**src/hw/rtl/fsus_pkg.sv**
```systemverilog
// ----------------------------------------------------------------------------
// fsus_pkg
// Shared constants, types and helpers for the fisheye undistort sampler.
// ----------------------------------------------------------------------------
`default_nettype none

package fsus_pkg;

  localparam int unsigned SRC_MAX_WIDTH  = 512;
  localparam int unsigned SRC_MAX_HEIGHT = 512;
  localparam int unsigned OUT_MAX_WIDTH  = 1024;
  localparam int unsigned OUT_MAX_HEIGHT = 1024;

  localparam int unsigned SCW        = $clog2(SRC_MAX_WIDTH);
  localparam int unsigned SRW        = $clog2(SRC_MAX_HEIGHT);
  localparam int unsigned IDX_W      = (SCW > SRW) ? SCW : SRW;
  localparam int unsigned BANK_AW    = SCW + SRW - 2;
  localparam int unsigned BANK_DEPTH = 2 ** BANK_AW;

  localparam int unsigned RAD_W     = 9;
  localparam int unsigned FOC_W     = 12;
  localparam int unsigned SW_W      = 10;
  localparam int unsigned OW_W      = 11;
  localparam int unsigned COORD_W   = 10;
  localparam int unsigned CH_W      = 8;
  localparam int unsigned PIX_W     = 3 * CH_W;
  localparam int unsigned CFG_W     = 12;
  localparam int unsigned CFG_IDX_W = 3;

  // centered coordinate magnitude in half pixels, at most 1024
  localparam int unsigned MAG_W     = 11;
  localparam int unsigned MX_W      = RAD_W + MAG_W;
  localparam int unsigned NUM_W     = 2 * MX_W;
  localparam int unsigned DEN_W     = 27;
  localparam int unsigned QUO_W     = 34;
  localparam int unsigned ROOT_W    = QUO_W / 2;
  localparam int unsigned SREM_W    = ROOT_W + 2;
  localparam int unsigned FRAC_W    = 8;
  localparam int unsigned NUM_SHIFT = QUO_W - 2 * FRAC_W;
  localparam int unsigned POS_W     = 19;
  localparam int unsigned LAT_PROJ  = QUO_W + ROOT_W;

  localparam int unsigned FIFO_DEPTH = 4;
  localparam int unsigned FIFO_AW    = $clog2(FIFO_DEPTH);

  typedef enum logic [CFG_IDX_W-1:0] {
    REG_RADIUS = 3'd0,
    REG_FOCAL  = 3'd1,
    REG_SRC_W  = 3'd2,
    REG_SRC_H  = 3'd3,
    REG_OUT_W  = 3'd4,
    REG_OUT_H  = 3'd5
  } cfg_reg_e;

  typedef enum logic {
    MODE_LOAD = 1'b0,
    MODE_REQ  = 1'b1
  } mode_e;

  typedef struct packed {
    logic [RAD_W-1:0] radius;
    logic [FOC_W-1:0] focal;
    logic [SW_W-1:0]  src_w;
    logic [SW_W-1:0]  src_h;
    logic [OW_W-1:0]  out_w;
    logic [OW_W-1:0]  out_h;
  } cfg_t;

  typedef struct packed {
    logic               is_load;
    logic [COORD_W-1:0] col;
    logic [COORD_W-1:0] row;
    logic [PIX_W-1:0]   rgb;
  } entry_t;

  typedef struct packed {
    logic               vld;
    logic               is_load;
    logic               sx;
    logic               sy;
    logic [1:0]         wbank;
    logic [BANK_AW-1:0] waddr;
    logic [PIX_W-1:0]   rgb;
  } meta_t;

  typedef struct packed {
    logic [IDX_W-1:0]  i0;
    logic [IDX_W-1:0]  i1;
    logic [FRAC_W-1:0] fr;
  } loc_t;

  function automatic logic [SW_W-1:0] clamp_src(logic [SW_W-1:0] v, int unsigned maxv);
    logic [SW_W-1:0] r;
    if (v == '0) begin
      r = SW_W'(1);
    end else if (v > maxv) begin
      r = SW_W'(maxv);
    end else begin
      r = v;
    end
    return r;
  endfunction

  function automatic logic [OW_W-1:0] clamp_out(logic [OW_W-1:0] v, int unsigned maxv);
    logic [OW_W-1:0] r;
    if (v > maxv) begin
      r = OW_W'(maxv);
    end else begin
      r = v;
    end
    return r;
  endfunction

  // split a Q.8 position into clamped neighbor indices and the weight
  function automatic loc_t locate(logic signed [POS_W-1:0] p, logic [SW_W-1:0] size);
    loc_t                r;
    logic [SW_W-1:0]     a;
    logic [SW_W:0]       b;
    logic [SW_W-1:0]     lim;
    lim = size - SW_W'(1);
    a   = p[POS_W-2:FRAC_W];
    b   = {1'b0, a} + (SW_W+1)'(1);
    if (p[POS_W-1]) begin
      r = '0;
    end else begin
      r.fr = p[FRAC_W-1:0];
      r.i0 = (a > lim) ? lim[IDX_W-1:0] : a[IDX_W-1:0];
      r.i1 = (b > {1'b0, lim}) ? lim[IDX_W-1:0] : b[IDX_W-1:0];
    end
    return r;
  endfunction

endpackage

`default_nettype wire

```
**src/hw/rtl/fsus_front.sv**
```systemverilog
// ----------------------------------------------------------------------------
// fsus_front
// Input side: accepts requests, drops out-of-view reads and loads outside the source memory.
// ----------------------------------------------------------------------------
`default_nettype none

module fsus_front (
  input  logic                         in_valid_i,
  output logic                         in_stall_o,
  input  logic                         mode_i,
  input  logic [fsus_pkg::COORD_W-1:0] col_i,
  input  logic [fsus_pkg::COORD_W-1:0] row_i,
  input  logic [fsus_pkg::PIX_W-1:0]   rgb_i,
  input  fsus_pkg::cfg_t               cfg_i,
  input  logic                         full_i,
  output logic                         push_o,
  output fsus_pkg::entry_t             entry_o
);
  import fsus_pkg::*;

  logic [OW_W-1:0] ow, oh;
  logic            keep;

  always_comb begin
    ow = clamp_out(cfg_i.out_w, OUT_MAX_WIDTH);
    oh = clamp_out(cfg_i.out_h, OUT_MAX_HEIGHT);
    if (mode_e'(mode_i) == MODE_LOAD) begin
      keep = ({1'b0, col_i} < (COORD_W+1)'(SRC_MAX_WIDTH)) &&
             ({1'b0, row_i} < (COORD_W+1)'(SRC_MAX_HEIGHT));
    end else begin
      keep = ({1'b0, col_i} < ow) && ({1'b0, row_i} < oh);
    end
    in_stall_o      = full_i;
    push_o          = in_valid_i && !full_i && keep;
    entry_o.is_load = (mode_e'(mode_i) == MODE_LOAD);
    entry_o.col     = col_i;
    entry_o.row     = row_i;
    entry_o.rgb     = rgb_i;
  end

endmodule

`default_nettype wire

```
**config.mk**
```make
export PLATFORM = sky130hd
export DESIGN_NAME = fsus_front
export DESIGN_NICKNAME = d
export VERILOG_FILES = /design/src/hw/rtl/fsus_pkg.sv /design/src/hw/rtl/fsus_front.sv
export SDC_FILE = /design/constraint.sdc
export NUM_CORES = 1
export LEC_CHECK = 0
export BUFFER_PORTS_ARGS = -buffer_cell sky130_fd_sc_hd__buf_2
export CORE_AREA = 2 2 60 62
export DETAILED_ROUTE_END_ITERATION = 7
export DIE_AREA = 0 0 62 64
export GPL_ROUTABILITY_DRIVEN = 0
export PLACE_DENSITY = 0.89
export REMOVE_ABC_BUFFERS = 1
export SYNTH_ARGS = -nofsm -noshare
export SYNTH_HDL_FRONTEND = slang
export SYNTH_SLANG_ARGS = --single-unit
```
**constraint.sdc**
```tcl
create_clock -name vclk -period 3.1
set_clock_uncertainty 0.1 [all_clocks]
set_input_delay 0 -clock vclk [all_inputs]
set_output_delay 0 -clock vclk [all_outputs]
set_load 0.01 [all_outputs]
```
After elaboration in Yosys (flattened, before gate mapping)
Index checks and enable logic that the tools add are counted.

storage, ports and cells
  memory bits (read-only) = 0
  memories = 0
  RAM bits = 0
  bits in latches = 0
  output and inout bits = 47
  register bits = 0

operators by class
  reduce and logical (&&, ||, !) cells = 5
  div/mod/pow operators = 0
  muxes and demuxes = 3
  bitwise operators = 1
  shift-type cells = 0
  add/subtract/negate cells = 0
  magnitude comparators = 6
  equality and inequality tests = 0
  multipliers = 0

operators with widths
  operator                                                count
  greater-than comparator 11 bit (second input constant)  2
  less-than comparator 10 x 11 -> 1 bit                   2
  two-way mux 11 bit                                      2
  less-than comparator 10 bit (second input constant)     2
  logical AND 1 bit                                       4
  logical NOT 1 bit                                       1
  two-way mux 1 bit                                       1
  inverter 1 bit                                          1

Logic depth before layout (Yosys ltp)
  word-level depth = 6
  mapped depth = 8
  mapped depth without buffers = 7

Least setup slack after synthesis
OpenSTA, ideal clock, no wires.

  path type = input-to-output
  from = input port cfg_i[10] (netlist bit)
  to = output port push_o
  stages on the path = 8
  arrival time = 1.903 ns
  slack = 1.097 ns
  path through = clkbuf_1 nand2b_1 ha_1 a21oi_1 nor3b_1 or4_1 or4_1 o22ai_1

on the way
  longest elaborated chain between the ends = 6

ends and longest elaborated chain
  what                                       line              RTL
  start: declaration                         fsus_front.sv:14  input fsus_pkg::cfg_t cfg_i,
  greater-than comparator 11 bit             fsus_pkg.sv:106   if (v > maxv) begin
  two-way mux 11 bit (*)                     fsus_pkg.sv:106
  less-than comparator 10 x 11 -> 1 bit (*)  fsus_front.sv:31  keep = ({1'b0, col_i} < ow) && ({1'b0, row_i} < oh);
  logical AND 1 bit (*)                      fsus_front.sv:31
  two-way mux 1 bit (*)                      fsus_front.sv:27  if (mode_e'(mode_i) == MODE_LOAD) begin
  logical AND 1 bit (*)                      fsus_front.sv:34  push_o = in_valid_i && !full_i && keep;
  end: declaration                           fsus_front.sv:16  output logic push_o,

Mark *: on every way between the ends. The rest lies on a longest branch, timed or not.

Final worst setup path
Same ends and word-level chain as after synthesis.

==> flow_summary.toml <==
[outcome]
outcome = "finished clean"

[logic_synthesis]
synth_top_family_by_area = "buffers and inverters"
ys_seq_area_share_pct = 0
synth_compound_area_share_pct = 11.5
synth_xor_area_share_pct = 0
synth_area_leader_cell = "buf_4"
yosysWarnings = 0
synth_cells = 116
postSynthAreaPerCell_um2 = 7.68
yosysTopAreaCellShare_pct = 37.9
netlist_area_um2 = 891
synth_most_common_cell = "buf_4"
synth_common_cells = "45 x buf_4, 18 x ha_1, 18 x nand2b_1"
synthTopCellsByArea = "buf_4 38%, ha_1 25%, nand2b_1 13%"
synth-simple-area-share_pct = 22.3
synthAdderAreaFrac_pct = 25.3
synthMuxAreaShare_pct = 0
ys_types = 18

[die]
die_h_um = 64
coreArea_um2 = 3280
dieArea_um2 = 3970
start_util_pct = 27.1
io_pins = 157
num_rows = 21
chipWidth_um = 62

[global_routing]
antenna_found_initial = 0
grt_first_pass_wirelength_um = 4730
grt_overflow = 0
grt_pass1_vias = 910
grt_usage_pct = 16.6
grt_max_degree = 14

[worst_setup_path]
critical-path-top-delay-family = "simple AND/OR/NAND/NOR gates"
cp_slowest_stage_delay_ns = 0.48
cp_num_buf_inv = 2
crit_arrival_ns = 2.11
critPathMaxFanout = 13
crit_path_end_kind = "output pin"
crit_chain = "buf_2 -> nand2b_1 -> ha_1 -> a21oi_1 -> nor3b_1 -> or4_1 -> or4_1 -> o22ai_1 -> buf_2"
critPathRequiredTime_ns = 3.00
cp_slowest_cell = "or4_1"
start_kind = "input pin"
path_class = "in -> out"

[cts]
holdBufCountCts = 24
postCtsSetupRepairBufs = 0
cts-resized-gates = 0

[final_layout]
final_core_util_pct = 36.1
stdcell_count = 208
nets = 291
areaGrowthSynthToFinish_pct = 33.1
clock_buffers = 0
seq_cells = 0
drive_above_1_share_pct = 42.9
design_area_um2 = 1190
register_area_um2 = 0

[sta]
period_share_pct = 71.1
worst_pin_slew_ns = 0.388
fin_setup_tns_ns = 0
min_period_ns = 2.21
slew_headroom_pct = 73.8
clock.fmax_mhz = 453
rsz0062_at_grt = "no"
final_hold_viol_count = 0
timing.hold.ws_ns = 0.102
setup_viol = 0
timing.final.max_slew_violations = 0

[flow_run]
maxCapViolations = 0

[place]
dp_cells = 183
post_dp_cell_area_um2 = 943
io_buffers = 68
hpwl_um = 3120

[power]
power.density_nw_per_um2 = 133
vdd_ir_drop_max_mv = 0.0211
p_leak_nw = 0.614

[detailed_routing]
viasPerCell = 4.62
drt_iter0_markers = 101
wl_per_cell_um = 17.8
dr.pass1.iters = 4
drtAntennaViolNets = 0
finalWirelength_um = 3700
drc = 0
vias = 961

[min_path]
hp-start = "col_i[6]"
whs_path_depth = 2
hold_path_class = "in -> out"
holdPathEnd = "entry_o[40]"
-- kinds of logic (layout without fill, tap and decap cells) --
kind of cell,count (synthesis),in the layout
other,0,1
and+or+nand+nor,30,30
AOI/OAI and AO/OA,16,16
adders and majority gates,18,18
buffers and inverters,52,97
-- stage by stage --
step	setup WS [ns]	total power, mW
finish	0.895	0.158
global route	0.849	0.176
CTS	0.900	0.156
detailed placement	0.912	0.116
global placement	0.940	0.113
floorplan	1.25	0.0467
-- placed cells by master (no fill, tap or decap), drive strengths merged --
cell type | synthesis | routed
nand3 | 1 | 1
nand4 | 2 | 2
buf | 45 | 68
o22ai | 2 | 2
o311ai | 2 | 2
diode | 0 | 1
nand2b | 18 | 18
or4 | 2 | 2
or4b | 1 | 1
inv | 5 | 5
ha | 18 | 18
nand3b | 1 | 1
nand4b | 2 | 2
a211oi | 2 | 2
nor3b | 2 | 2
a21oi | 7 | 7
nor2 | 1 | 1
a21o | 3 | 3
dlygate4sd3 | 0 | 24
-- report_power, final --
part	internal, mW	leakage (nW)	total [mW]	switching, mW
sequential	0	0	0	0
combinational	0.0814	0.614	0.158	0.0767
clock	0.0000000432	0.00000634	0.0000000432	0
-- routing by layer --
| layer | part of all wire [%] | up-vias | track usage (%) |
|---|---|---|---|
| met2 | 57 | 62 | 36.1 |
| met5 | 0 | - | 0 |
| met1 | 34 | 446 | 15.0 |
| met4 | 1.5 | 0 | 2.39 |
| met3 | 7.0 | 4 | 2.02 |
| li1 | - | 449 | - |
-- how the worst max path moves through the flow --
stage               depth (start not counted)  startpoint  slack [ns]      to
finish                                      9   cfg_i[10]        0.89  push_o
detailed placement                          9   cfg_i[10]        0.91  push_o
CTS                                         9   cfg_i[10]        0.90  push_o
global placement                            9   cfg_i[10]        0.94  push_o
floorplan                                   7   cfg_i[10]        1.25  push_o
global route                                9   cfg_i[10]        0.85  push_o
-- layout make-up --
cell class         instances  area (µm²)
fillers                  344        2100
repair buffers            92         581
multi-input cells         64         527
well taps                 46        57.6
inverters                  5        18.8
diodes                     1        2.50
Note: power is estimated with default switching activity, not from simulation.
