### src/hw/rtl/fsus_pkg.sv
// ----------------------------------------------------------------------------
// fsus_pkg
// Shared constants, types and helpers for the fisheye undistort sampler.
// ----------------------------------------------------------------------------
`default_nettype none

package fsus_pkg;

  localparam int unsigned SRC_MAX_WIDTH  = 512;
  localparam int unsigned SRC_MAX_HEIGHT = 512;
  localparam int unsigned OUT_MAX_WIDTH  = 1024;
  localparam int unsigned OUT_MAX_HEIGHT = 1024;

  localparam int unsigned SCW        = $clog2(SRC_MAX_WIDTH);
  localparam int unsigned SRW        = $clog2(SRC_MAX_HEIGHT);
  localparam int unsigned IDX_W      = (SCW > SRW) ? SCW : SRW;
  localparam int unsigned BANK_AW    = SCW + SRW - 2;
  localparam int unsigned BANK_DEPTH = 2 ** BANK_AW;

  localparam int unsigned RAD_W     = 9;
  localparam int unsigned FOC_W     = 12;
  localparam int unsigned SW_W      = 10;
  localparam int unsigned OW_W      = 11;
  localparam int unsigned COORD_W   = 10;
  localparam int unsigned CH_W      = 8;
  localparam int unsigned PIX_W     = 3 * CH_W;
  localparam int unsigned CFG_W     = 12;
  localparam int unsigned CFG_IDX_W = 3;

  // centered coordinate magnitude in half pixels, at most 1024
  localparam int unsigned MAG_W     = 11;
  localparam int unsigned MX_W      = RAD_W + MAG_W;
  localparam int unsigned NUM_W     = 2 * MX_W;
  localparam int unsigned DEN_W     = 27;
  localparam int unsigned QUO_W     = 34;
  localparam int unsigned ROOT_W    = QUO_W / 2;
  localparam int unsigned SREM_W    = ROOT_W + 2;
  localparam int unsigned FRAC_W    = 8;
  localparam int unsigned NUM_SHIFT = QUO_W - 2 * FRAC_W;
  localparam int unsigned POS_W     = 19;
  localparam int unsigned LAT_PROJ  = QUO_W + ROOT_W;

  localparam int unsigned FIFO_DEPTH = 4;
  localparam int unsigned FIFO_AW    = $clog2(FIFO_DEPTH);

  typedef enum logic [CFG_IDX_W-1:0] {
    REG_RADIUS = 3'd0,
    REG_FOCAL  = 3'd1,
    REG_SRC_W  = 3'd2,
    REG_SRC_H  = 3'd3,
    REG_OUT_W  = 3'd4,
    REG_OUT_H  = 3'd5
  } cfg_reg_e;

  typedef enum logic {
    MODE_LOAD = 1'b0,
    MODE_REQ  = 1'b1
  } mode_e;

  typedef struct packed {
    logic [RAD_W-1:0] radius;
    logic [FOC_W-1:0] focal;
    logic [SW_W-1:0]  src_w;
    logic [SW_W-1:0]  src_h;
    logic [OW_W-1:0]  out_w;
    logic [OW_W-1:0]  out_h;
  } cfg_t;

  typedef struct packed {
    logic               is_load;
    logic [COORD_W-1:0] col;
    logic [COORD_W-1:0] row;
    logic [PIX_W-1:0]   rgb;
  } entry_t;

  typedef struct packed {
    logic               vld;
    logic               is_load;
    logic               sx;
    logic               sy;
    logic [1:0]         wbank;
    logic [BANK_AW-1:0] waddr;
    logic [PIX_W-1:0]   rgb;
  } meta_t;

  typedef struct packed {
    logic [IDX_W-1:0]  i0;
    logic [IDX_W-1:0]  i1;
    logic [FRAC_W-1:0] fr;
  } loc_t;

  function automatic logic [SW_W-1:0] clamp_src(logic [SW_W-1:0] v, int unsigned maxv);
    logic [SW_W-1:0] r;
    if (v == '0) begin
      r = SW_W'(1);
    end else if (v > maxv) begin
      r = SW_W'(maxv);
    end else begin
      r = v;
    end
    return r;
  endfunction

  function automatic logic [OW_W-1:0] clamp_out(logic [OW_W-1:0] v, int unsigned maxv);
    logic [OW_W-1:0] r;
    if (v > maxv) begin
      r = OW_W'(maxv);
    end else begin
      r = v;
    end
    return r;
  endfunction

  // split a Q.8 position into clamped neighbor indices and the weight
  function automatic loc_t locate(logic signed [POS_W-1:0] p, logic [SW_W-1:0] size);
    loc_t                r;
    logic [SW_W-1:0]     a;
    logic [SW_W:0]       b;
    logic [SW_W-1:0]     lim;
    lim = size - SW_W'(1);
    a   = p[POS_W-2:FRAC_W];
    b   = {1'b0, a} + (SW_W+1)'(1);
    if (p[POS_W-1]) begin
      r = '0;
    end else begin
      r.fr = p[FRAC_W-1:0];
      r.i0 = (a > lim) ? lim[IDX_W-1:0] : a[IDX_W-1:0];
      r.i1 = (b > {1'b0, lim}) ? lim[IDX_W-1:0] : b[IDX_W-1:0];
    end
    return r;
  endfunction

endpackage

`default_nettype wire

### src/hw/rtl/fsus_fifo.sv
// ----------------------------------------------------------------------------
// fsus_fifo
// Short queue between the front and the back.
// ----------------------------------------------------------------------------
`default_nettype none

module fsus_fifo (
  input  logic             clk_i,
  input  logic             rst_ni,
  input  logic             push_i,
  input  fsus_pkg::entry_t din_i,
  input  logic             pop_i,
  output logic             full_o,
  output logic             empty_o,
  output fsus_pkg::entry_t dout_o
);
  import fsus_pkg::*;

  entry_t               mem_q [FIFO_DEPTH];
  logic [FIFO_AW-1:0]   wptr_q, rptr_q;
  logic [FIFO_AW:0]     cnt_q, cnt_d;

  always_comb begin
    full_o  = (cnt_q == (FIFO_AW+1)'(FIFO_DEPTH));
    empty_o = (cnt_q == '0);
    dout_o  = mem_q[rptr_q];
    cnt_d   = cnt_q + (FIFO_AW+1)'(push_i) - (FIFO_AW+1)'(pop_i);
  end

  always_ff @(posedge clk_i or negedge rst_ni) begin
    if (!rst_ni) begin
      wptr_q <= '0;
      rptr_q <= '0;
      cnt_q  <= '0;
    end else begin
      if (push_i) begin
        wptr_q <= wptr_q + FIFO_AW'(1);
      end
      if (pop_i) begin
        rptr_q <= rptr_q + FIFO_AW'(1);
      end
      cnt_q <= cnt_d;
    end
  end

  always_ff @(posedge clk_i) begin
    if (push_i) begin
      mem_q[wptr_q] <= din_i;
    end
  end

endmodule

`default_nettype wire

### config.mk
export PLATFORM = sky130hd
export DESIGN_NAME = fsus_fifo
export DESIGN_NICKNAME = d
export VERILOG_FILES = /design/src/hw/rtl/fsus_pkg.sv /design/src/hw/rtl/fsus_fifo.sv
export SDC_FILE = /design/constraint.sdc
export NUM_CORES = 1
export LEC_CHECK = 0
export BUFFER_PORTS_ARGS = -buffer_cell sky130_fd_sc_hd__buf_4
export CAP_MARGIN = 25
export CORE_MARGIN = 10
export CORE_UTILIZATION = 50
export DETAILED_ROUTE_END_ITERATION = 7
export GPL_ROUTABILITY_DRIVEN = 0
export GPL_TIMING_DRIVEN = 0
export PLACE_DENSITY = 0.71
export SETUP_SLACK_MARGIN = 0.02
export SYNTH_ARGS = -nofsm -noshare
export SYNTH_HDL_FRONTEND = slang
export SYNTH_SLANG_ARGS = --single-unit
### constraint.sdc
create_clock -name clk_i -period 2.65 [get_ports clk_i]
set_input_delay 0 -clock clk_i [delete_from_list [all_inputs] [get_ports clk_i]]
set_output_delay 0 -clock clk_i [all_outputs]
set_load 0.02 [all_outputs]
# Yosys cells after proc, flatten, opt, wreduce, memory -nomap -nowiden
# Memory sizes are Yosys's and may differ from the RTL's.
# Index checks and enable logic that the tools add are counted.
# op_classes
eq_ne,1
n_reduce_logical,1
n_addsub,4
mux,2
# op_table
cell,count
adder 2 x 1 -> 2 bit (second input constant),2
adder 3 x 1 -> 3 bit,1
equality test 3 bit (second input constant),1
zero test 3 bit,1
subtractor 3 x 1 -> 3 bit,1
two-way mux 1 bit,2
# word_totals
reg_bits,7
wordCells,12
mem_bits_rw,180
output_inout_bits,47
memories,1
# memory_table
name,depth,word_bits,read_ports,rd_clocked_by_memory_dff,write_ports,line,text
mem_q,4,45,1,0,1,fsus_fifo.sv:19,entry_t mem_q [FIFO_DEPTH];

# Longest topological paths before layout
# Gate-level depths: netlist (run 1).
# logic_depth
depth_word,2
mapped_depth,6
ltp_nobuf,6

# Worst setup path after synthesis (run 1)
# Ideal clock, no wire load.
# synth_timing
path_kind,register -> register
startpoint,register wptr_q[0]
endpoint,memory mem_q[2][0] in the netlist's numbering (enable)
path_stages_with_launch,4
required_time_ps,2243
setup_time_ps,407
setup_slack_ps,548
arrival_time_ps,1696
path_buffers,0
cell_sequence,dfrtp_1 -> inv_1 -> ha_1 -> and2_1
# synth_rtl
item,line,text
"start, declared",fsus_fifo.sv:20,"logic [FIFO_AW-1:0] wptr_q, rptr_q;"
"start signal, assigned",fsus_fifo.sv:37,wptr_q <= wptr_q + FIFO_AW'(1);
"end, declared",fsus_fifo.sv:19,
# Straight into the memory's write port.

==> out/results.ini, run 1 <==
[run_status]
status=finished clean

[die]
die_height_um=137.5
pin_count=96
start_util=0.5151
die-area_um2=18900
coreArea_um2=13400
rows=42
die_width_um=137.5

[power]
powerDensity_nw_per_um2=1120
peakVddDrop_mv=0.7478
p_leak_nw=3.190

[timing]
hold_violations=0
setup_slack_ns=0.7471
drv_slew=0
relSlewSlack=0.5918
fmax_mhz=525.5
tightest_slew_ns=0.6123
setup_viol=0
period_minus_slack_ns=1.903
rsz0062_at_grt=no
finalCritPeriodShare=0.7181
skew_ns=0.008312

[grt]
grt_max_degree=31
gr-total-overflow=0
grt_pass1_vias=3606
grt_pass1_wl_um=19840
grtUsageTotal=0.1423
antenna_found_initial=0

[clock_network]
cts_buffers=17
cts_root_buf=clkbuf_16
cts_setup_buffers=0
cts_resized=0
htreeDepth=4
cts_tree=yes
insertion_delay_ns=0.42
clk_pin_slew_worst_paths_ns=0.07
clockBufferDepth=2
numClockSinks=187
holdBufCountCts=49

[drt]
ant_nets=0
top_layer_used=met4
drcViolationCount=0
vias=3273
met3WireLength_um=926
drt_pass1_iterations=4
avgViaCountPerCell=5.237
wl_met2_um=6366
drt_iter0_drc=196
wl_per_cell_um=20.31
wirelength_um=12690
wl_met1_um=5200

[setup_path]
cp.required_ns=2.65
crit_slowest_cell=mux4_2
slowest_delay_ns=0.53
path_class=register to output pin
reg2reg_setup_slack_ns=0.85
r2r-end=mem_q[0][38]
r2r_start=wptr_q[0]
crit_path_end_kind=output pin
cp_max_fo=10
path_cells=buf_6 > buf_8 > mux4_2 > buf_4
arrival_ns=1.90
cp-start-kind=register
reg2regPathDepth=4

[final_layout]
final_nets=492
final_cell_mix=180 x edfxtp_1, 96 x buf_4, 49 x dlygate4sd3_1
antenna_cells=0
finalNonFillerCells=625
n_fill_cell=868
layout_commonest_cell=edfxtp_1
layout-drive-gt1-share=0.4209
area_delta_synth_final_pct=30.89

[yosys]
syn-num-nets=325
synth-seq-area-share=0.8084
avgSynthCellArea_um2=25.66
ys_ff_latch=187
yosysWarnings=0
synth_cell_type_count=18
netlist_instances=269
synth_area_um2=6903

[hold_path]
worstHoldEndpoint=mem_q[0][8]
hp-class=input pin to register
whs_path_depth=2
worstHoldStart=din_i[8]

[placed_design]
numPlacedInstances=544
preCtsSetupSlack_ns=0.7790
hpwl_um=7770
port_buffers=95

[flow_run]
maxCapViolCount=0

-- metrics by stage --
step	util	hold slack, ns	total power, W	cell area, µm²	TNS [ns]
after global routing	0.6742	0.3031	0.01058	9035	0
after global placement	0.5848	-0.1856	0.007483	7836	-54.67
after floorplan	-	-0.2956	0.006227	6903	0
after detailed placement	0.5911	-0.1828	0.007573	7921	0
after CTS	0.6742	0.2912	0.01027	9035	0
final	0.6742	0.3110	0.01012	9035	0
-- worst max-delay path: cells and delay by family (launching register included) --
family | cells | cell delay (ns)
mux | 1 | 0.53
buf+inv | 3 | 0.59
flops | 1 | 0.36
-- cell type report --
cell class / instances / area [µm²] / share of cell area
flip-flops and latches: 187 / 5580 / 0.6176
plain buffers: 10 / 98.84 / 0.01094
inverters: 6 / 22.52 / 0.002493
repair buffers: 148 / 1284 / 0.1421
multi-input cells: 66 / 1206 / 0.1335
well taps: 176 / 220.2 / 0.02437
clock inverters: 14 / 193.9 / 0.02147
clock buffers: 18 / 429.2 / 0.04750
-- flip-flops by register name, summed over array words and instances (netlist names) --
signal  count
cnt_q       3
mem_q     180
rptr_q      2
wptr_q      2
-- cell families (layout without fill, tap and decap cells) --
kind of cell / after synthesis / count (layout) / synth area share
compound gates: 1 / 1 / 0.0007243
xor+xnor: 5 / 5 / 0.006345
fa+ha+maj: 7 / 7 / 0.01378
buf+inv: 16 / 196 / 0.01758
flops: 187 / 187 / 0.8084
mux: 45 / 45 / 0.1468
simple gates: 8 / 8 / 0.006344
-- power breakdown --
part           leakage [nW]  switching, W  total, W  internal [W]
Sequential             1.74      0.000135   0.00401       0.00387
Combinational          1.17       0.00184   0.00347       0.00163
Clock                 0.289       0.00105   0.00263       0.00158
Total                  3.19       0.00303    0.0101       0.00709
-- how the worst max path moves through the flow --
stage / from / to / cells past startpoint
floorplan: wptr_q[0] / mem_q[2][0] / 3
global placement: wptr_q[0] / mem_q[0][17] / 3
detailed placement: wptr_q[0] / mem_q[0][30] / 4
CTS: rptr_q[0] / dout_o[39] / 4
global route: rptr_q[0] / dout_o[39] / 4
finish: rptr_q[0] / dout_o[39] / 4
-- metal layers --
layer,up-vias,global-route usage
met5,-,0
met4,0,0.05621
met3,14,0.05244
met2,86,0.2272
met1,1705,0.1729
li1,1468,-
-- synthesized netlist by cell type --
library cell  count  share of area
xnor2_1           2         0.0025
and3_1            1        0.00091
o21ai_0           1        0.00072
buf_12            2         0.0058
buf_2             5         0.0036
dfrtp_1           7          0.025
buf_6             1         0.0016
and2_1            4         0.0036
xor2_1            3         0.0038
nand2_1           2         0.0011
buf_8             1         0.0022
inv_1             6         0.0033
buf_4             1         0.0011
fa_1              1         0.0029
nor3_1            1        0.00072
mux4_2           45           0.15
edfxtp_1        180           0.78
ha_1              6          0.011
(Power assumes the default switching activity.)
==> run 2, diff against run 1 <==
PLACE_DENSITY = 0.74   (was 0.71)
clock period = 1.6 ns   (was 2.65 ns; I/O delays follow)
==> run 2 against run 1 <==
  * The run now ends with setup timing left
  * Sequential power grew 66%
  * Sequential share of layout area shrank 1.7 points
  * Register-to-register slack lost 0.78 ns
  * Critical path depth is the same
  * Core utilization grew 1.9 points
  * Routed wire length grew 7.4%
  * Global-route usage grew 0.87 points
  * Worst hold slack gained 0.016 ns
  * Critical path type unchanged
  * Critical endpoint is now dout_o[38]
  * Largest cell class unchanged
  * Highest routed layer unchanged
==> out/results.ini, run 2 (synthesis results as in run 1) <==
[drt]
ant_nets=0  ; unchanged
drcViolationCount=0  ; unchanged
wirelength_um=13640  ; was 12,690 µm
avgViaCountPerCell=5.303  ; was 5.237
vias=3341  ; was 3,273
wl_per_cell_um=21.64  ; was 20.31 µm
drt_pass1_iterations=4  ; unchanged
drt_iter0_drc=210  ; was 196

[final_layout]
layout_commonest_cell=edfxtp_1  ; unchanged
final_util=0.6932  ; was 0.6742
layout-drive-gt1-share=0.4317  ; was 0.4209
antenna_cells=0  ; unchanged
final_cell_mix=180 x edfxtp_1, 67 x buf_4, 49 x dlygate4sd3_1  ; was 180 x edfxtp_1, 96 x buf_4, 49 x dlygate4sd3_1
final_nets=501  ; was 492
largest-register=mem_q  ; unchanged
area_delta_synth_final_pct=34.57  ; was 30.89%
largest_registers=mem_q: 180 flops, cnt_q: 3 flops  ; unchanged
largest_reg_flops=180  ; unchanged

[power]
powerDensity_nw_per_um2=1910  ; was 1120 nW/µm²
p_leak_nw=3.298  ; was 3.190 nW
total_power_w=0.01774  ; was 0.01012 W
peakVddDrop_mv=1.081  ; was 0.7478 mV

[clock_network]
clk_pin_slew_worst_paths_ns=0.06  ; was 0.07 ns
clockBufferDepth=2  ; unchanged
insertion_delay_ns=0.42  ; about the same
htreeDepth=4  ; unchanged
cts_root_buf=clkbuf_16  ; unchanged
cts_buffers=17  ; unchanged
cts_tree=yes  ; unchanged
numClockSinks=187  ; unchanged

[setup_path]
cp_common_cell=buf_12
reg2reg_setup_slack_ns=0.07  ; was 0.85 ns
cp.required_ns=1.60  ; was 2.65 ns
slowest_delay_ns=0.54  ; was 0.53 ns
cp_max_fo=9  ; was 10
path_cells=buf_12 > buf_12 > mux4_2 > buf_6  ; was buf_6 > buf_8 > mux4_2 > buf_4
arrival_ns=1.81  ; was 1.90 ns
path_buf_inv=3  ; unchanged
r2r-end=cnt_q[2]  ; was mem_q[0][38]
crit_family=multiplexers  ; was buffers and inverters
r2r_start=cnt_q[0]  ; was wptr_q[0]
path_class=register to output pin  ; unchanged
crit_path_end_kind=output pin  ; unchanged
crit_slowest_cell=mux4_2  ; unchanged
cp-start-kind=register  ; unchanged
reg2regPathDepth=6  ; was 4

[flow_run]
maxCapViolCount=0  ; unchanged

[placed_design]
hpwl_um=7398  ; was 7770 µm
port_buffers=95  ; unchanged
preCtsSetupSlack_ns=-0.1998  ; was 0.7790 ns

[hold_path]
hp-class=input pin to register  ; unchanged
whs_path_depth=2  ; unchanged
worstHoldStart=din_i[26]  ; was din_i[8]
worstHoldEndpoint=mem_q[0][26]  ; was mem_q[0][8]

[die]
pin_count=96  ; unchanged
die_width_um=137.5  ; unchanged
rows=42  ; unchanged
die_height_um=137.5  ; unchanged
coreArea_um2=13400  ; unchanged
start_util=0.5151  ; unchanged
die-area_um2=18900  ; unchanged

[timing]
skew_ns=0.006205  ; was 0.008312 ns
fin_setup_tns_ns=-8.293  ; was 0 ns
relSlewSlack=0.7328  ; was 0.5918
fmax_mhz=551.4
setup_slack_ns=-0.2135  ; was 0.7471 ns
rsz0062_at_grt=yes  ; was no
drv_slew=0  ; unchanged
tightest_slew_ns=0.4008  ; was 0.6123 ns
period_minus_slack_ns=1.813
hold_violations=0  ; unchanged
finalCritPeriodShare=1.133
setup_viol=45  ; was 0

[grt]
grt_pass1_wl_um=20930  ; was 19,840 µm
grtUsageTotal=0.1510  ; was 0.1423
grt_max_degree=25  ; was 31
grt_pass1_vias=3694  ; was 3,606
antenna_found_initial=0  ; unchanged
gr-total-overflow=0  ; unchanged

[run_status]
violations=setup timing
status=finished, violations left  ; was finished clean

[run 2: cell types whose count changed in the layout (fill, tap and decap cells not counted), moves of 3 or more]
cell,before,now
buf_2,5,0
and2_2,4,1
and2_4,0,7
buf_4,96,67
clkinvlp_4,5,1
buf_6,1,40
[run 2: what timing repair did]
| item | in CTS | in global routing |
|---|---|---|
| hold buffers | 49 | 0 |
| endpoints found under the setup margin | 206 | 46 |
| buffers inserted | 7 | 0 |
| pin swaps | 0 | 2 |
| hold endpoints to repair | 192 | 0 |
| resized for setup | 55 | 5 |
| cloned | 4 | 1 |
[run 2: power breakdown]
group | internal [W] | leakage, nW | switching, W
Clock | 0.00273 | 0.290 | 0.00162
Sequential | 0.00642 | 1.74 | 0.000244
Combinational | 0.00342 | 1.27 | 0.00331
[run 2: routing by layer]
| layer | up-vias | global-route usage | wire length [µm] |
|---|---|---|---|
| li1 | 1487 | - | - |
| met1 | 1751 | 0.1883 | 5678 |
| met2 | 89 | 0.2483 | 7071 |
| met3 | 14 | 0.04151 | 668 |
| met4 | 0 | 0.05504 | 217 |
| met5 | - | 0 | 0 |
[run 2: layout make-up]
type,instances,area (µm²)
Inverter,6,22.52
Multi-Input combinational cell,70,1270
Sequential cell,187,5580
Clock buffer,19,432.9
Clock inverter,9,173.9
Fill cell,848,4111
Buffer,10,137.6
Tap cell,176,220.2
Timing Repair Buffer,153,1451
[run 2: how the worst max path moves through the flow]
stage | slack, ns | to | startpoint | depth (start not counted)
after floorplan | 0.06 | mem_q[3][0] | wptr_q[0] | 2
after global placement | -0.39 | mem_q[3][17] | wptr_q[0] | 2
after detailed placement | -0.20 | mem_q[3][15] | wptr_q[0] | 3
after CTS | -0.24 | dout_o[38] | rptr_q[0] | 4
after global routing | -0.28 | dout_o[29] | rptr_q[0] | 4
final | -0.21 | dout_o[38] | rptr_q[0] | 4
[run 2: through the flow]
step / instances / area [µm²] / hold WS (ns)
CTS: 629 / 9239 / 0.2980
floorplan: 269 / 6912 / -0.2956
finish: 630 / 9289 / 0.3266
detailed placement: 541 / 7865 / -0.1836
global placement: 540 / 7845 / -0.1852
global route: 630 / 9289 / 0.3148
==> run 3, diff against run 2 <==
CORE_UTILIZATION = 51   (was 50)
PLACE_DENSITY = 0.75   (was 0.74)
==> run 3 against run 2 <==
  * The run still ends with setup timing left
  * Register-to-register slack got worse by 0.02 ns
  * Clock-buffer cell count grew 3
  * Final area down 0.84%
  * Sequential share of layout area up 0.51 points
  * Critical path type unchanged
==> out/results.ini, run 3 (synthesis results as in run 1) <==
[grt]
grt_max_degree=33  ; was 25
grt_pass1_vias=3733  ; was 3,694
gr-total-overflow=0  ; unchanged
antenna_found_initial=0  ; unchanged
grtUsageTotal=0.1513  ; was 0.1510
grt_pass1_wl_um=20830  ; was 20,930 µm

[setup_path]
cp-start-kind=register  ; unchanged
reg2regPathDepth=6  ; unchanged
path_cells=buf_12 > buf_12 > mux4_2 > buf_6  ; unchanged
crit_path_end_kind=output pin  ; unchanged
reg2reg_setup_slack_ns=0.05  ; was 0.07 ns
path_buf_inv=3  ; unchanged
crit_slowest_cell=mux4_2  ; unchanged
path_class=register to output pin  ; unchanged
cp.required_ns=1.60  ; about the same
r2r_start=cnt_q[0]  ; unchanged
r2r-end=cnt_q[2]  ; unchanged
crit_start=rptr_q[0]  ; unchanged
crit_family=multiplexers  ; unchanged
cp_common_cell=buf_12  ; unchanged
cp.depth=4  ; unchanged
arrival_ns=1.84  ; was 1.81 ns
crit_end=dout_o[19]  ; was dout_o[38]
cp_max_fo=10  ; was 9
slowest_delay_ns=0.54  ; about the same

[die]
coreArea_um2=13240  ; was 13,400 µm²
die_width_um=136.3  ; was 137.5 µm
die-area_um2=18590  ; was 18,900 µm²
rows=42  ; unchanged
pin_count=96  ; unchanged
die_height_um=136.3  ; was 137.5 µm
start_util=0.5213  ; was 0.5151

[final_layout]
n_fill_cell=815  ; was 848
final_nets=499  ; was 501
layout_commonest_cell=edfxtp_1  ; unchanged
antenna_cells=0  ; unchanged
ff_latch_area_um2=5580  ; unchanged
largest-register=mem_q  ; unchanged
layout-drive-gt1-share=0.4198  ; was 0.4317
final_util=0.6956  ; was 0.6932
largest_reg_flops=180  ; unchanged
largest_registers=mem_q: 180 flops, cnt_q: 3 flops  ; unchanged
postLayoutCellArea_um2=9211  ; was 9289 µm²
area_delta_synth_final_pct=33.44  ; was 34.57%
multi_input_area_um2=1240  ; was 1270 µm²
final_cell_mix=180 x edfxtp_1, 66 x buf_4, 49 x dlygate4sd3_1  ; was 180 x edfxtp_1, 67 x buf_4, 49 x dlygate4sd3_1

[timing]
rsz0062_at_grt=yes  ; unchanged
relSlewSlack=0.7355  ; was 0.7328
fmax_mhz=544.1  ; was 551.4 MHz
skew_ns=0.004267  ; was 0.006205 ns
fin_hold_ws_ns=0.3141  ; was 0.3266 ns
drv_slew=0  ; unchanged
setup_slack_ns=-0.2378  ; was -0.2135 ns
setup_viol=45  ; unchanged
tightest_slew_ns=0.3968  ; was 0.4008 ns
period_minus_slack_ns=1.838  ; was 1.813 ns
finalCritPeriodShare=1.149  ; was 1.133
hold_violations=0  ; unchanged

[power]
pwr-share-seq=0.384  ; was 0.375
pwr-share-clk=0.234  ; was 0.245
comb_power_share=0.382  ; was 0.380
switching_share=0.2960  ; was 0.2918
p_leak_nw=3.276  ; was 3.298 nW
powerDensity_nw_per_um2=1882  ; was 1910 nW/µm²
power.internal_w=0.01221  ; was 0.01256 W
power.switching_w=0.005132  ; was 0.005177 W
peakVddDrop_mv=1.193  ; was 1.081 mV

[clock_network]
cts_root_buf=clkbuf_16  ; unchanged
htreeDepth=4  ; unchanged
numClockSinks=187  ; unchanged
clk_pin_slew_worst_paths_ns=0.06  ; about the same
cts_tree=yes  ; unchanged
cts_buffers=17  ; unchanged
insertion_delay_ns=0.42  ; about the same
clockBufferDepth=2  ; unchanged

[drt]
top_layer_used=met4  ; unchanged
drt_pass1_iterations=4  ; unchanged
met3WireLength_um=786  ; was 668 µm
avgViaCountPerCell=5.269  ; was 5.303
wl_met2_um=6919  ; was 7071 µm
vias=3325  ; was 3,341
drcViolationCount=0  ; unchanged
wl_met1_um=5340  ; was 5678 µm
wl_per_cell_um=21.02  ; was 21.64 µm
wirelength_um=13260  ; was 13,640 µm
drt_iter0_drc=208  ; was 210
ant_nets=0  ; unchanged

[hold_path]
hp-class=input pin to register  ; unchanged

[run_status]
violations=setup timing  ; unchanged
status=finished, violations left  ; unchanged

[flow_run]
maxCapViolCount=0  ; unchanged

[placed_design]
hpwl_um=7431  ; was 7398 µm
dpl-instance-area_um2=7865  ; unchanged
port_buffers=95  ; unchanged

[run 3: cell types whose count changed in the layout (fill, tap and decap cells not counted), sizes merged]
cell	delta
clkbuf	+3
clkinv	+3
bufinv	-2
and2	-1
buf	-1
clkinvlp	-1
[run 3: power groups by stage]
stage | sequential (W) | clock [W] | combinational (W)
final | 0.00666 | 0.00406 | 0.00663
after global routing | 0.00674 | 0.00431 | 0.00703
after CTS | 0.00666 | 0.00412 | 0.00668
after detailed placement | 0.00676 | 0 | 0.00571
after global placement | 0.00670 | 0 | 0.00565
after floorplan | 0.00666 | 0 | 0.00364
[run 3: routing by layer]
| metal | track usage | vias up |
|---|---|---|
| met2 | 0.2497 | 98 |
| met4 | 0.06450 | 0 |
| met3 | 0.04686 | 18 |
| met1 | 0.1807 | 1720 |
| li1 | - | 1489 |
| met5 | 0 | - |
[run 3: per-stage QoR]
step                      TNS, ns  cells  total power (W)  setup WS, ns
after global placement     -24.77    540          0.01235       -0.3957
after floorplan                 0    269          0.01031       0.06121
after global routing       -12.40    631          0.01808       -0.3101
after detailed placement   -11.73    541          0.01247      -0.09830
final                      -9.421    631          0.01734       -0.2378
after CTS                  -9.728    630          0.01745       -0.2508
[run 3: what timing repair did]
action | CTS | global route
hold endpoints to repair | 192 | 0
endpoints found under the setup margin | 212 | 46
gates cloned | 3 | 1
setup buffers | 6 | 0
hold buffers | 49 | 0
resized for setup | 55 | 1
[run 3: cell type report]
| cell class | count | share of cell area |
|---|---|---|
| clock inverters | 9 | 0.01331 |
| multi-input cells | 69 | 0.1346 |
| repair buffers | 152 | 0.1568 |
| clock buffers | 22 | 0.04822 |
| plain buffers | 10 | 0.01494 |
| inverters | 6 | 0.002445 |
| flip-flops and latches | 187 | 0.6058 |
| well taps | 176 | 0.02391 |
[run 3: worst min-delay path by stage]
| stage | start | endpoint | slack, ns | cells after the start |
|---|---|---|---|---|
| global route | din_i[2] | mem_q[2][2] | 0.31 | 2 |
| global placement | rst_ni | cnt_q[0] | -0.19 | 1 |
| finish | din_i[16] | mem_q[1][16] | 0.31 | 2 |
| floorplan | rst_ni | cnt_q[0] | -0.30 | 0 |
| detailed placement | rst_ni | cnt_q[0] | -0.18 | 1 |
| CTS | pop_i | rptr_q[0] | 0.29 | 3 |
[run 3: worst register-to-register path, delay by kind of cell, from the launching register on]
| kind | cells | cell delay, ns |
|---|---|---|
| fa+ha+maj | 3 | 0.80 |
| buf+inv | 2 | 0.10 |
| xor+xnor | 1 | 0.19 |
| flops | 1 | 0.37 |
